--- src/rtl/core/rjb_pkg.sv ---
// Shared types and constants of the RTP reorder jitter buffer.
`timescale 1ns / 1ps

package rjb_pkg;

  // Shortest packet that is still processed, in bytes.
  localparam logic [15:0] MinBytes = 16'd12;

  // Most packets released for one arriving packet.
  localparam int unsigned MaxResults = 32;
  localparam int unsigned RelCntW = $clog2(MaxResults + 1);

  // Width of the slot field of a result.
  localparam int unsigned OutSlotW = 5;

  // Shift of the fixed-point reciprocal used to take a sequence number modulo the depth.
  localparam int unsigned ModShift = 24;

  typedef enum logic [1:0] {
    STATUS_STORED   = 2'd0,
    STATUS_RELEASED = 2'd1,
    STATUS_TOO_OLD  = 2'd2,
    STATUS_SHORT    = 2'd3
  } status_e;

  typedef enum logic [2:0] {
    S_IDLE,
    S_MOD_EXP,
    S_SEQ_SLOT,
    S_DECIDE,
    S_FINAL,
    S_READ,
    S_CHECK
  } state_e;

  // Commands from the controller to the slot store.
  typedef struct packed {
    logic wr_en;    // store a sequence number and set its valid mark
    logic clr_all;  // clear every valid mark
    logic rd_en;    // read one slot, data registered
    logic rel_en;   // clear the valid mark of a released slot
  } store_cmd_t;

endpackage

--- src/rtl/core/rjb_slot_mod.sv ---
// Two-stage unit that takes a 16-bit sequence number modulo the buffer depth.
`timescale 1ns / 1ps

module rjb_slot_mod #(
  parameter int unsigned DEPTH = 32
) (
  input  logic                     clk_i,
  input  logic [15:0]              x_i,
  output logic [$clog2(DEPTH)-1:0] r_o
);

  localparam int unsigned SlotW = $clog2(DEPTH);
  localparam longint unsigned RecipL = ((64'd1 << rjb_pkg::ModShift) + DEPTH - 1) / DEPTH;
  localparam logic [23:0] Recip = 24'(RecipL);
  localparam logic [6:0] DepthC = 7'(DEPTH);

  logic [39:0] prod_d, prod_q;
  logic [15:0] x_q;
  logic [15:0] quot;
  logic [22:0] back;
  logic [15:0] rem;
  logic [SlotW-1:0] r_d, r_q;

  // The ceiling reciprocal gives the exact quotient for every 16-bit input.
  assign prod_d = {24'd0, x_i} * {16'd0, Recip};

  always_ff @(posedge clk_i) begin
    prod_q <= prod_d;
    x_q    <= x_i;
  end

  assign quot = prod_q[39:24];
  assign back = {7'd0, quot} * {16'd0, DepthC};
  assign rem  = x_q - back[15:0];
  assign r_d  = rem[SlotW-1:0];

  always_ff @(posedge clk_i) begin
    r_q <= r_d;
  end

  assign r_o = r_q;

endmodule

--- src/rtl/core/rjb_slot_store.sv ---
// Slot store: sequence-number memory with registered read and per-slot valid marks.
`timescale 1ns / 1ps

module rjb_slot_store #(
  parameter int unsigned DEPTH = 32
) (
  input  logic                     clk_i,
  input  logic                     rst_ni,
  input  rjb_pkg::store_cmd_t      cmd_i,
  input  logic [$clog2(DEPTH)-1:0] wr_addr_i,
  input  logic [15:0]              wr_seq_i,
  input  logic [$clog2(DEPTH)-1:0] rd_addr_i,
  output logic [15:0]              rd_seq_o,
  output logic                     rd_valid_o
);

  logic [15:0]      mem [DEPTH];
  logic [DEPTH-1:0] valid_d, valid_q;
  logic [15:0]      rd_seq_q;
  logic             rd_valid_q;

  always_ff @(posedge clk_i) begin
    if (cmd_i.wr_en) begin
      mem[wr_addr_i] <= wr_seq_i;
    end
    if (cmd_i.rd_en) begin
      rd_seq_q   <= mem[rd_addr_i];
      rd_valid_q <= valid_q[rd_addr_i];
    end
  end

  // A release clears the slot that was just read; the read address still points at it.
  always_comb begin
    valid_d = valid_q;
    if (cmd_i.clr_all) begin
      valid_d = '0;
    end
    if (cmd_i.wr_en) begin
      valid_d[wr_addr_i] = 1'b1;
    end
    if (cmd_i.rel_en) begin
      valid_d[rd_addr_i] = 1'b0;
    end
  end

  always_ff @(posedge clk_i or negedge rst_ni) begin
    if (!rst_ni) begin
      valid_q <= '0;
    end else begin
      valid_q <= valid_d;
    end
  end

  assign rd_seq_o   = rd_seq_q;
  assign rd_valid_o = rd_valid_q;

endmodule

--- src/rtl/core/rtp_reorder_jitter_buffer.sv ---
// Top level of the RTP reorder jitter buffer: sequencer, counters and result register.
`timescale 1ns / 1ps

// Usage. Each transaction on the slave stream describes one arriving RTP packet:
// s_axis_tdata carries the sequence number and the packet length in bytes. For
// every packet the block returns one or more result transactions on the master
// stream, the final one marked by m_axis_tlast. A result either releases one
// stored packet in sequence order (m_axis_tuser says released, tdata carries the
// sequence and the slot that addresses its payload elsewhere) or reports that the
// packet was stored, dropped as too old or ignored as too short. Running drop and
// out-of-order counts ride along on every result.
// Sequencing: the sequence number and the expected sequence each pass the
// two-stage modulo unit before the decision in S_DECIDE. A short or too-old
// packet then passes S_FINAL, which loads its result. A stored packet probes
// the slot memory, which has a registered read, with S_READ and S_CHECK once
// per probe, and releases at most 32 packets.
// The slave side is ready only while the sequencer is idle. Results leave through
// an output register, so the next packet is accepted while the last result waits;
// a stalled master side holds the sequencer only when another result must go out.
// Reset clears all valid marks, both counters and the expected sequence (to zero).
// A write on the configuration port loads the expected sequence; write only while idle.
module rtp_reorder_jitter_buffer #(
  parameter int unsigned DEPTH = 32
) (
  input  logic        clk_i,
  input  logic        rst_ni,

  input  logic        cfg_we_i,
  input  logic [15:0] cfg_wdata_i,    // initial_sequence

  input  logic        s_axis_tvalid,
  output logic        s_axis_tready,
  input  logic [31:0] s_axis_tdata,   // [15:0] seq_number, [31:16] packet_bytes

  output logic        m_axis_tvalid,
  input  logic        m_axis_tready,
  output logic [87:0] m_axis_tdata,   // [15:0] release_seq, [20:16] release_slot,
                                      // [21] resynced, [53:22] dropped_total,
                                      // [85:54] out_of_order_total, [87:86] zero
  output logic [1:0]  m_axis_tuser,   // [1:0] status
  output logic        m_axis_tlast    // last
);

  localparam int unsigned SlotW = $clog2(DEPTH);
  localparam logic signed [16:0] HalfPos = 17'(DEPTH / 2);
  localparam logic signed [16:0] HalfNeg = -HalfPos;
  localparam logic [SlotW-1:0] LastSlot = SlotW'(DEPTH - 1);
  localparam logic [rjb_pkg::RelCntW-1:0] MaxRel = rjb_pkg::RelCntW'(rjb_pkg::MaxResults);

  rjb_pkg::state_e state_d, state_q;

  logic [15:0] seq_d, seq_q;
  logic        short_d, short_q;
  logic [SlotW-1:0] seq_slot_d, seq_slot_q;
  logic [15:0] exp_d, exp_q;
  logic [SlotW-1:0] exp_slot_d, exp_slot_q;
  logic        resync_d, resync_q;
  logic [31:0] drop_d, drop_q;
  logic [31:0] reord_d, reord_q;
  logic [rjb_pkg::RelCntW-1:0] n_d, n_q;
  logic        pend_d, pend_q;
  logic [15:0] pend_seq_d, pend_seq_q;
  logic [SlotW-1:0] pend_slot_d, pend_slot_q;
  rjb_pkg::status_e final_d, final_q;

  logic        out_valid_d, out_valid_q;
  rjb_pkg::status_e out_status_d, out_status_q;
  logic [15:0] out_seq_d, out_seq_q;
  logic [rjb_pkg::OutSlotW-1:0] out_slot_d, out_slot_q;
  logic        out_resync_d, out_resync_q;
  logic [31:0] out_drop_d, out_drop_q;
  logic [31:0] out_reord_d, out_reord_q;
  logic        out_last_d, out_last_q;

  logic [15:0] mod_in;
  logic [SlotW-1:0] mod_r;
  rjb_pkg::store_cmd_t cmd;
  logic [15:0] rd_seq;
  logic        rd_valid;

  logic [15:0] raw_diff;
  logic signed [16:0] diff;
  logic        too_old, need_resync, hit, out_free;

  // The modulo unit sees the new sequence number in the accept cycle, the expected
  // sequence in the next; both results pass its product and result registers.
  assign mod_in = (state_q == rjb_pkg::S_IDLE) ? s_axis_tdata[15:0] : exp_q;

  rjb_slot_mod #(
    .DEPTH(DEPTH)
  ) u_mod (
    .clk_i(clk_i),
    .x_i  (mod_in),
    .r_o  (mod_r)
  );

  rjb_slot_store #(
    .DEPTH(DEPTH)
  ) u_store (
    .clk_i     (clk_i),
    .rst_ni    (rst_ni),
    .cmd_i     (cmd),
    .wr_addr_i (seq_slot_q),
    .wr_seq_i  (seq_q),
    .rd_addr_i (exp_slot_q),
    .rd_seq_o  (rd_seq),
    .rd_valid_o(rd_valid)
  );

  assign raw_diff    = seq_q - exp_q;
  assign diff        = {raw_diff[15], raw_diff};
  assign too_old     = diff < HalfNeg;
  assign need_resync = diff > HalfPos;
  assign hit         = rd_valid && (rd_seq == exp_q) && (n_q != MaxRel);
  assign out_free    = !out_valid_q || m_axis_tready;

  always_comb begin
    state_d      = state_q;
    seq_d        = seq_q;
    short_d      = short_q;
    seq_slot_d   = seq_slot_q;
    exp_d        = exp_q;
    exp_slot_d   = exp_slot_q;
    resync_d     = resync_q;
    drop_d       = drop_q;
    reord_d      = reord_q;
    n_d          = n_q;
    pend_d       = pend_q;
    pend_seq_d   = pend_seq_q;
    pend_slot_d  = pend_slot_q;
    final_d      = final_q;
    cmd          = '0;

    out_valid_d  = out_valid_q && !m_axis_tready;
    out_status_d = out_status_q;
    out_seq_d    = out_seq_q;
    out_slot_d   = out_slot_q;
    out_resync_d = out_resync_q;
    out_drop_d   = out_drop_q;
    out_reord_d  = out_reord_q;
    out_last_d   = out_last_q;

    unique case (state_q)
      rjb_pkg::S_IDLE: begin
        if (s_axis_tvalid) begin
          seq_d    = s_axis_tdata[15:0];
          short_d  = s_axis_tdata[31:16] < rjb_pkg::MinBytes;
          resync_d = 1'b0;
          n_d      = '0;
          pend_d   = 1'b0;
          state_d  = rjb_pkg::S_MOD_EXP;
        end
      end
      rjb_pkg::S_MOD_EXP: begin
        state_d = rjb_pkg::S_SEQ_SLOT;
      end
      rjb_pkg::S_SEQ_SLOT: begin
        seq_slot_d = mod_r;
        state_d    = rjb_pkg::S_DECIDE;
      end
      rjb_pkg::S_DECIDE: begin
        // The modulo unit now holds the slot of the expected sequence.
        exp_slot_d = mod_r;
        if (short_q) begin
          final_d = rjb_pkg::STATUS_SHORT;
          state_d = rjb_pkg::S_FINAL;
        end else if (too_old) begin
          drop_d  = drop_q + 32'd1;
          final_d = rjb_pkg::STATUS_TOO_OLD;
          state_d = rjb_pkg::S_FINAL;
        end else begin
          cmd.wr_en = 1'b1;
          if (need_resync) begin
            // Jump to the new sequence; the packet itself becomes the expected one.
            exp_d       = seq_q;
            exp_slot_d  = seq_slot_q;
            cmd.clr_all = 1'b1;
            drop_d      = drop_q + 32'd1;
            resync_d    = 1'b1;
          end else if (diff > 17'sd0) begin
            reord_d = reord_q + 32'd1;
          end
          state_d = rjb_pkg::S_READ;
        end
      end
      rjb_pkg::S_FINAL: begin
        if (out_free) begin
          out_valid_d  = 1'b1;
          out_status_d = final_q;
          out_seq_d    = '0;
          out_slot_d   = '0;
          out_resync_d = 1'b0;
          out_drop_d   = drop_q;
          out_reord_d  = reord_q;
          out_last_d   = 1'b1;
          state_d      = rjb_pkg::S_IDLE;
        end
      end
      rjb_pkg::S_READ: begin
        cmd.rd_en = 1'b1;
        state_d   = rjb_pkg::S_CHECK;
      end
      rjb_pkg::S_CHECK: begin
        // A release is held back one probe so that its last flag is known
        // when it goes out.
        if (hit) begin
          if (!pend_q || out_free) begin
            if (pend_q) begin
              out_valid_d  = 1'b1;
              out_status_d = rjb_pkg::STATUS_RELEASED;
              out_seq_d    = pend_seq_q;
              out_slot_d   = rjb_pkg::OutSlotW'(pend_slot_q);
              out_resync_d = resync_q;
              out_drop_d   = drop_q;
              out_reord_d  = reord_q;
              out_last_d   = 1'b0;
            end
            cmd.rel_en  = 1'b1;
            pend_d      = 1'b1;
            pend_seq_d  = exp_q;
            pend_slot_d = exp_slot_q;
            n_d         = n_q + rjb_pkg::RelCntW'(1);
            exp_d       = exp_q + 16'd1;
            // The sequence wrap restarts the slot count at zero as well.
            exp_slot_d  = (exp_slot_q == LastSlot || exp_q == 16'hFFFF) ? '0 :
                          exp_slot_q + SlotW'(1);
            state_d     = rjb_pkg::S_READ;
          end
        end else if (out_free) begin
          out_valid_d  = 1'b1;
          out_status_d = pend_q ? rjb_pkg::STATUS_RELEASED : rjb_pkg::STATUS_STORED;
          out_seq_d    = pend_q ? pend_seq_q : '0;
          out_slot_d   = pend_q ? rjb_pkg::OutSlotW'(pend_slot_q) : '0;
          out_resync_d = resync_q;
          out_drop_d   = drop_q;
          out_reord_d  = reord_q;
          out_last_d   = 1'b1;
          pend_d       = 1'b0;
          state_d      = rjb_pkg::S_IDLE;
        end
      end
      default: begin
        state_d = rjb_pkg::S_IDLE;
      end
    endcase

    // A configuration write loads exp_q; the user must keep it to idle; unchecked.
    if (cfg_we_i) begin
      exp_d = cfg_wdata_i;
    end
  end

  always_ff @(posedge clk_i or negedge rst_ni) begin
    if (!rst_ni) begin
      state_q     <= rjb_pkg::S_IDLE;
      exp_q       <= '0;
      drop_q      <= '0;
      reord_q     <= '0;
      n_q         <= '0;
      pend_q      <= 1'b0;
      resync_q    <= 1'b0;
      out_valid_q <= 1'b0;
    end else begin
      state_q     <= state_d;
      exp_q       <= exp_d;
      drop_q      <= drop_d;
      reord_q     <= reord_d;
      n_q         <= n_d;
      pend_q      <= pend_d;
      resync_q    <= resync_d;
      out_valid_q <= out_valid_d;
    end
  end

  always_ff @(posedge clk_i) begin
    seq_q        <= seq_d;
    short_q      <= short_d;
    seq_slot_q   <= seq_slot_d;
    exp_slot_q   <= exp_slot_d;
    pend_seq_q   <= pend_seq_d;
    pend_slot_q  <= pend_slot_d;
    final_q      <= final_d;
    out_status_q <= out_status_d;
    out_seq_q    <= out_seq_d;
    out_slot_q   <= out_slot_d;
    out_resync_q <= out_resync_d;
    out_drop_q   <= out_drop_d;
    out_reord_q  <= out_reord_d;
    out_last_q   <= out_last_d;
  end

  assign s_axis_tready = (state_q == rjb_pkg::S_IDLE);
  assign m_axis_tvalid = out_valid_q;
  assign m_axis_tdata  = {2'b00, out_reord_q, out_drop_q, out_resync_q, out_slot_q, out_seq_q};
  assign m_axis_tuser  = out_status_q;
  assign m_axis_tlast  = out_last_q;

  // No release may be pending once the sequencer is back to idle.
  assert property (@(posedge clk_i) disable iff (!rst_ni)
    (state_q == rjb_pkg::S_IDLE) |-> !pend_q)
    else $error("release left pending in idle");

  // The release count never passes the per-packet limit.
  assert property (@(posedge clk_i) disable iff (!rst_ni)
    n_q <= MaxRel)
    else $error("release count beyond limit");

  // The drop counter moves only on a decision.
  assert property (@(posedge clk_i) disable iff (!rst_ni)
    (drop_q != $past(drop_q)) |-> ($past(state_q) == rjb_pkg::S_DECIDE))
    else $error("drop counter changed outside a decision");

  // A result goes out only when the sequencer ends a packet or passes on a release.
  assert property (@(posedge clk_i) disable iff (!rst_ni)
    $rose(out_valid_q) |-> ($past(state_q) == rjb_pkg::S_FINAL ||
                            $past(state_q) == rjb_pkg::S_CHECK))
    else $error("result loaded outside a result state");

endmodule

--- config.mk ---
export PLATFORM = sky130hd
export DESIGN_NAME = rtp_reorder_jitter_buffer
export DESIGN_NICKNAME = d
export VERILOG_FILES = /design/src/rtl/core/rjb_pkg.sv /design/src/rtl/core/rjb_slot_mod.sv /design/src/rtl/core/rjb_slot_store.sv /design/src/rtl/core/rtp_reorder_jitter_buffer.sv
export SDC_FILE = /design/constraint.sdc
export NUM_CORES = 1
export LEC_CHECK = 0
export BUFFER_PORTS_ARGS = -buffer_cell sky130_fd_sc_hd__buf_2
export CORE_UTILIZATION = 50
export CTS_BUF_LIST = sky130_fd_sc_hd__clkbuf_8
export CTS_CLUSTER_DIAMETER = 50
export DETAILED_ROUTE_END_ITERATION = 10
export PLACE_DENSITY_LB_ADDON = 0.08
export SLEW_MARGIN = 20
export SYNTH_ARGS = -nofsm -noshare
export SYNTH_HDL_FRONTEND = slang
export SYNTH_SLANG_ARGS = --single-unit
--- constraint.sdc ---
create_clock -name clk_i -period 12.45 [get_ports clk_i]
set_clock_uncertainty 0.2 [all_clocks]
set_input_delay 0 -clock clk_i [delete_from_list [all_inputs] [get_ports clk_i]]
set_output_delay 0 -clock clk_i [all_outputs]
set_load 0.02 [all_outputs]
Word-level counts from Yosys, hierarchy flattened
Memory sizes are Yosys's and may differ from the RTL's. A register that Yosys moved wholly into a read port is not among the register bits.
Index checks and enable logic that the tools add are counted.
{"block": "op_classes", "shifts": 0, "muxes": 103, "reduce_logical": 32, "addsub": 7, "eq_ne": 25, "n_bitwise": 6, "mul": 0, "n_div": 0, "magnitude_cmp": 8}
{"cell": "32-bit 2-to-1 mux", "n": 13}
{"cell": "16-bit 2-to-1 mux", "n": 12}
{"cell": "32-bit case mux with 2 select lines", "n": 2}
{"cell": "5-bit 2-to-1 mux", "n": 13}
{"cell": "32-bit by 1-bit adder with 32-bit output, second input constant", "n": 2}
{"cell": "16-bit case mux with 2 select lines", "n": 2}
{"cell": "1-bit 2-to-1 mux", "n": 33}
{"cell": "32-bit AND", "n": 1}
{"cell": "32-bit NOT", "n": 1}
{"cell": "32-bit OR", "n": 1}
{"cell": "3-bit inequality test, second input constant", "n": 8}
{"cell": "3-bit case mux with 7 select lines", "n": 1}
{"cell": "5-bit case mux with 2 select lines", "n": 2}
{"cell": "6-bit 2-to-1 mux", "n": 3}
{"cell": "16-bit by 1-bit adder with 16-bit output, second input constant", "n": 1}
{"cell": "16-bit == test", "n": 1}
{"cell": "16-bit == test, second input constant", "n": 1}
{"cell": "16-bit by 1-bit > comparator with 1-bit output, second input constant", "n": 1}
{"cell": "16-bit by 6-bit > comparator with 1-bit output, second input constant", "n": 1}
{"cell": "16-bit by 4-bit < comparator with 1-bit output, second input constant", "n": 1}
{"cell": "16-bit by 5-bit < comparator with 1-bit output, second input constant", "n": 1}
{"cell": "2-bit 2-to-1 mux", "n": 8}
{"cell": "16-bit subtractor", "n": 1}
{"cell": "5-bit AND reduction", "n": 3}
{"cell": "other kinds (28)", "n": 68}
{"block": "totals", "inputBits": 53, "register_bits": 273, "latch_bits": 0, "mem_count": 1, "ramBits": 512, "out_inout_bits": 93, "wordCells": 208, "romBits": 0}
{"memory": "u_store.mem", "depth": 32, "width": 16, "rd": 1, "rd_clocked_by_memory_dff": 1, "wr": 1, "line": "rjb_slot_store.sv:17", "source": "logic [15:0] mem [DEPTH];"}

Depth between registers and ports, before layout
{"block": "logic_depth", "depth_word": 11, "mapped_depth": 16, "depth_no_buf": 12}

By module
From an unflattened synthesis, not the netlist that was laid out.
{"block": "unflattened", "hier_cells": 2237, "hier_area_um2": 33678.6}
{"mod": "rjb_slot_store", "area_per_inst_um2": 21864.7, "n_inst": 1, "seq_area_each_um2": 16686.0, "cells_each": 1236}
{"mod": "rtp_reorder_jitter_buffer", "area_per_inst_um2": 11613.6, "n_inst": 1, "seq_area_each_um2": 6446.2, "cells_each": 991}
{"mod": "rjb_slot_mod", "area_per_inst_um2": 200.2, "n_inst": 1, "seq_area_each_um2": 200.2, "cells_each": 10}

Worst setup path before layout
OpenSTA, ideal clock, no wires.
{"block": "synth_path", "path_type": "register -> register", "start": "register exp_q[10]", "end": "register out_last_q, in the netlist m_axis_tlast, enable pin", "t_arrival_ns": 5.520, "stages_incl_launch_ff": 9, "setup_ns": 0.568, "setup_slack_ns": 6.163, "n_path_buf": 1, "synth_period_minus_slack_ns": 6.287, "cell_sequence": "dfrtp_1 -> clkbuf_1 -> xor2_1 -> nor4_1 -> nand4_1 -> nor4_1 -> nand2_1 -> a21oi_1 -> nor3_1"}
{"block": "synth_via", "elab_chain_len": 5, "word_cells_on_any_way": 6, "cone_classes": "3 x eq/ne; 3 x reduce/logical"}
{"element": "start: declaration", "line": "rtp_reorder_jitter_buffer.sv:55", "source": "logic [15:0] exp_d, exp_q;"}
{"element": "start signal: assignment", "line": "rtp_reorder_jitter_buffer.sv:265", "source": "exp_q <= exp_d;"}
{"element": "16-bit == test *", "line": "rtp_reorder_jitter_buffer.sv:114", "source": "assign hit = rd_valid && (rd_seq == exp_q) && (n_q != MaxRel);"}
{"element": "1-bit logical AND * (2 in series)", "line": "rtp_reorder_jitter_buffer.sv:114"}
{"element": "3-bit inequality test (no source line)"}
{"element": "3-bit AND reduction (no source line) *"}
{"element": "end signal: assignment", "line": "rtp_reorder_jitter_buffer.sv:289", "source": "out_last_q <= out_last_d;"}
{"element": "end: declaration", "line": "rtp_reorder_jitter_buffer.sv:73", "source": "logic out_last_d, out_last_q;"}
Mark *: on every way between the ends. The rest lies on a longest branch, timed or not.
A chain may end at the register's enable or synchronous reset.

Final worst setup path
{"block": "layout_path", "start": "register seq_q[0]", "end": "memory u_store.mem[27][7], enable pin"}
{"block": "layout_via", "elab_chain_len": 7}
{"element": "start: declaration", "line": "rtp_reorder_jitter_buffer.sv:52", "source": "logic [15:0] seq_d, seq_q;"}
{"element": "start signal: assignment", "line": "rtp_reorder_jitter_buffer.sv:276", "source": "seq_q <= seq_d;"}
{"element": "16-bit subtractor", "line": "rtp_reorder_jitter_buffer.sv:110", "source": "assign raw_diff = seq_q - exp_q;"}
{"element": "16-bit by 5-bit < comparator with 1-bit output", "line": "rtp_reorder_jitter_buffer.sv:112", "source": "assign too_old = diff < HalfNeg;"}
{"element": "2-bit 2-to-1 mux", "line": "rtp_reorder_jitter_buffer.sv:167", "source": "end else if (too_old) begin"}
{"element": "2-bit 2-to-1 mux", "line": "rtp_reorder_jitter_buffer.sv:164", "source": "if (short_q) begin"}
{"element": "2-bit 2-to-1 mux", "line": "rtp_reorder_jitter_buffer.sv:143", "source": "unique case (state_q)"}
{"element": "1-bit 2-to-1 mux", "line": "rjb_slot_store.sv:23", "source": "if (cmd_i.wr_en) begin"}
{"element": "1-bit 2-to-1 mux (not written as such)", "line": "rjb_slot_store.sv:24", "source": "mem[wr_addr_i] <= wr_seq_i;"}
{"element": "end: declaration", "line": "rjb_slot_store.sv:17"}
No other way between the ends.

==> impl_metrics.yaml <==
run_status:
  status: "complete, no violations"
die:
  die-width_um: 260
  die_area_mm2: 0.0675
  initial_core_util_pct: 50.5
  top_level_ports: 146
  num_rows: 94
  core-area_mm2: 0.0657
  die_y_um: 260
critical_path:
  start_kind: "flop"
  cp_max_fo: 34
  end_kind: "flop"
  rrSetupSlack_ps: 6940
  cp.required_ps: 12630
  critPathKind: "flop to flop"
  worstPathArrival_ps: 5680
logic_synthesis:
  ys_async_sr_fraction_pct: 15.5
  ys_ff_latch: 801
  ys.flop_type: "edfxtp_1"
  synth_edf_count: 667
  synth_area_leaders: "edfxtp_1, dfrtp_1, mux4_2"
  syn_avg_cell_area_um2: 16.7
  netlist_area_mm2: 0.0332
  yosysTopAreaCell: "edfxtp_1"
  synth_most_common_cell: "edfxtp_1"
  synth_cell_type_count: 75
  ys_warn_count: 0
  synthCells: 1989
  ys_top_cells_by_count: "edfxtp_1, mux4_2, dfrtp_1"
  yosysSeqAreaShare_pct: 70.2
  yosys.area.top_type_share_pct: 60.3
grt:
  grtUsageMet1_pct: 34.4
  top_usage_layer: "met2"
  grt_pass1_vias: 19700
  grt_antenna_before_repair: 1
  use_met3_pct: 5.09
  gr-usage-met2_pct: 39.6
  grt_start_max_net_pins: 86
  grtUsageTotal_pct: 25.1
  overflow: 0
  grt_pass1_wl_um: 124000
detailed_routing:
  ant_nets: 0
  postRouteWirelength_um: 82800
  viasPerCell: 5.93
  wl_per_cell_um: 25.2
  drc: 0
  first_pass_iters: 5
  num_vias: 19400
  drtIter0Drc: 1679
flow_run:
  cap_violations: 0
pwr:
  p_total_w: 0.00721
  ir_worst_vdd_v: 0.000102
  powerDensity_mw_per_mm2: 186
  p_leak_nw: 13.8
sta:
  max_freq_mhz: 182
  timing.final.crit_share_pct: 44.2
  setup_ws_ps: 6940
  final-hold-violation-count: 0
  setup_viol: 0
  worstMarginPinSlew_ps: 1060
  rsz0062_at_grt: "no"
  min_period_ps: 5510
  tns_ps: 0
  slew_viol_final: 0
  slew_headroom_pct: 29.6
clock_tree:
  postCtsHoldBufs: 97
  clkLatencyLatePin_ps: 790
  cts_buffers: 136
  htreeDepth: 4
  cts_tree: "done"
  clkSinkCount: 801
  clk_pin_slew_worst_paths_ps: 60
  clock_path_buffers: 3
  cts_resized: 0
  cts_root_buf: "clkbuf_8"
  post_cts_buffers: 0
layout:
  fin_nets: 2380
  final_util_pct: 58.9
  drive_gt1_share_pct: 25.9
  fillCellCount: 5071
  syn_to_final_growth_pct: 16.5
place:
  hpwl_um: 50200
  pre_cts_slack_ps: 6950
  gp_congestion: 0.865
  portBuffers: 141
worst_hold_path:
  hold_class: "input pin to flop"
-- layout make-up --
cell class	instances	area (µm²)	share of cell area [%]
tap	864	1080	2.79
sequential	801	23300	60.3
clock buffer	144	1980	5.12
multi-input combinational	1024	9390	24.3
timing repair buffer	298	2160	5.59
antenna	2	5.00	0.0129
inverter	40	150	0.388
clock inverter	106	602	1.55
-- critical path, cell delays in order, from the launching register on --
cell	delay, ps
edfxtp_1	320
buf_4	340
inv_1	140
ha_1	250
fa_1	400
nand2b_1	180
a211o_1	310
a31oi_1	400
xnor2_1	150
nor4b_1	280
nand4_1	480
a21oi_2	330
buf_4	350
and3_1	930
-- cell usage in the layout, fill, tap and decap left out, types with 11 or more instances in the layout --
cell type and count:
edfxtp_1 667, clkbuf_8 144, buf_2 140, mux4_2 136, dfrtp_1 124, dlygate4sd3_1 96
inv_1 93, nand2_1 92, a22oi_1 68, mux2_2 65, buf_4 59, xnor2_1 57
nor2_1 52, nand4_1 46, nand3_1 42, xor2_1 37, o21ai_0 37, and2_1 35
and3_1 35, a21oi_1 33, a31oi_1 32, a32oi_1 28, ha_1 25, clkinv_1 20
nor3_1 17, a211oi_1 17, clkinv_2 14, nor2b_1 11, a221oi_1 11
-- stage by stage --
step,hold slack (ps),area [µm²],std cells
CTS,0.219,38700,3277
global route,34.6,38700,3279
finish,80.4,38700,3279
detailed placement,-175,35100,2930
global placement,-186,35100,2930
floorplan,-496,33200,1990
-- routing by layer --
metal  wire, µm  part of all wire, %
met3       4980                  6.0
met2      39700                   48
met1      35400                   43
met5          0                    0
met4       2690                  3.3
-- power by group --
part           switching, W  leakage, nW  total (W)  internal, W
Combinational       0.00104         4.52    0.00165     0.000613
Sequential         0.000139         7.77    0.00334      0.00320
Clock               0.00106         1.50    0.00222      0.00116
-- logic make-up (layout without fill, tap and decap cells) --
logic type / count (synthesis) / after routing / synth area share (%)
and+or+nand+nor: 408 / 408 / 6.59
muxes: 209 / 209 / 11.7
DFF: 801 / 801 / 70.2
xor gates and xnor gates: 95 / 95 / 2.53
adders and majority gates: 26 / 26 / 1.00
other: 1 / 4 / 0.0113
AOI/OAI and AO/OA: 284 / 284 / 6.02
buffers and inverters: 165 / 588 / 1.95
-- state kept, by name, summed over array words and instances, names as in the netlist, 2 cells and up --
signal            count
u_store.mem         512
drop_q               32
out_drop_q           32
out_reord_q          32
reord_q              32
u_store.valid_q      32
exp_q                16
out_seq_q            16
pend_seq_q           16
seq_q                16
u_store.rd_seq_o     16
n_q                   6
exp_slot_q            5
out_slot_q            5
pend_slot_q           5
seq_slot_q            5
u_mod.prod_q          5
u_mod.r_o             5
state_q               3
m_axis_tuser          2
-- worst paths after layout --
path	to	cells after the start	startpoint
min reg2reg	u_mod.r_o[0]$_DFF_P_	0	u_mod.prod_q[19]$_DFF_P_
max in group asynchronous	u_store.valid_q[20]$_DFF_PN0_	4	rst_ni
max	u_store.mem[27][7]$_DFFE_PP_	13	seq_q[0]$_DFFE_PP_
min	short_q$_DFFE_PP_	4	s_axis_tdata[19]
min in group asynchronous	reord_q[26]$_DFFE_PN0P_	4	rst_ni
max reg2reg	u_store.mem[27][7]$_DFFE_PP_	13	seq_q[0]$_DFFE_PP_
Power figures use the tool's default switching activity.
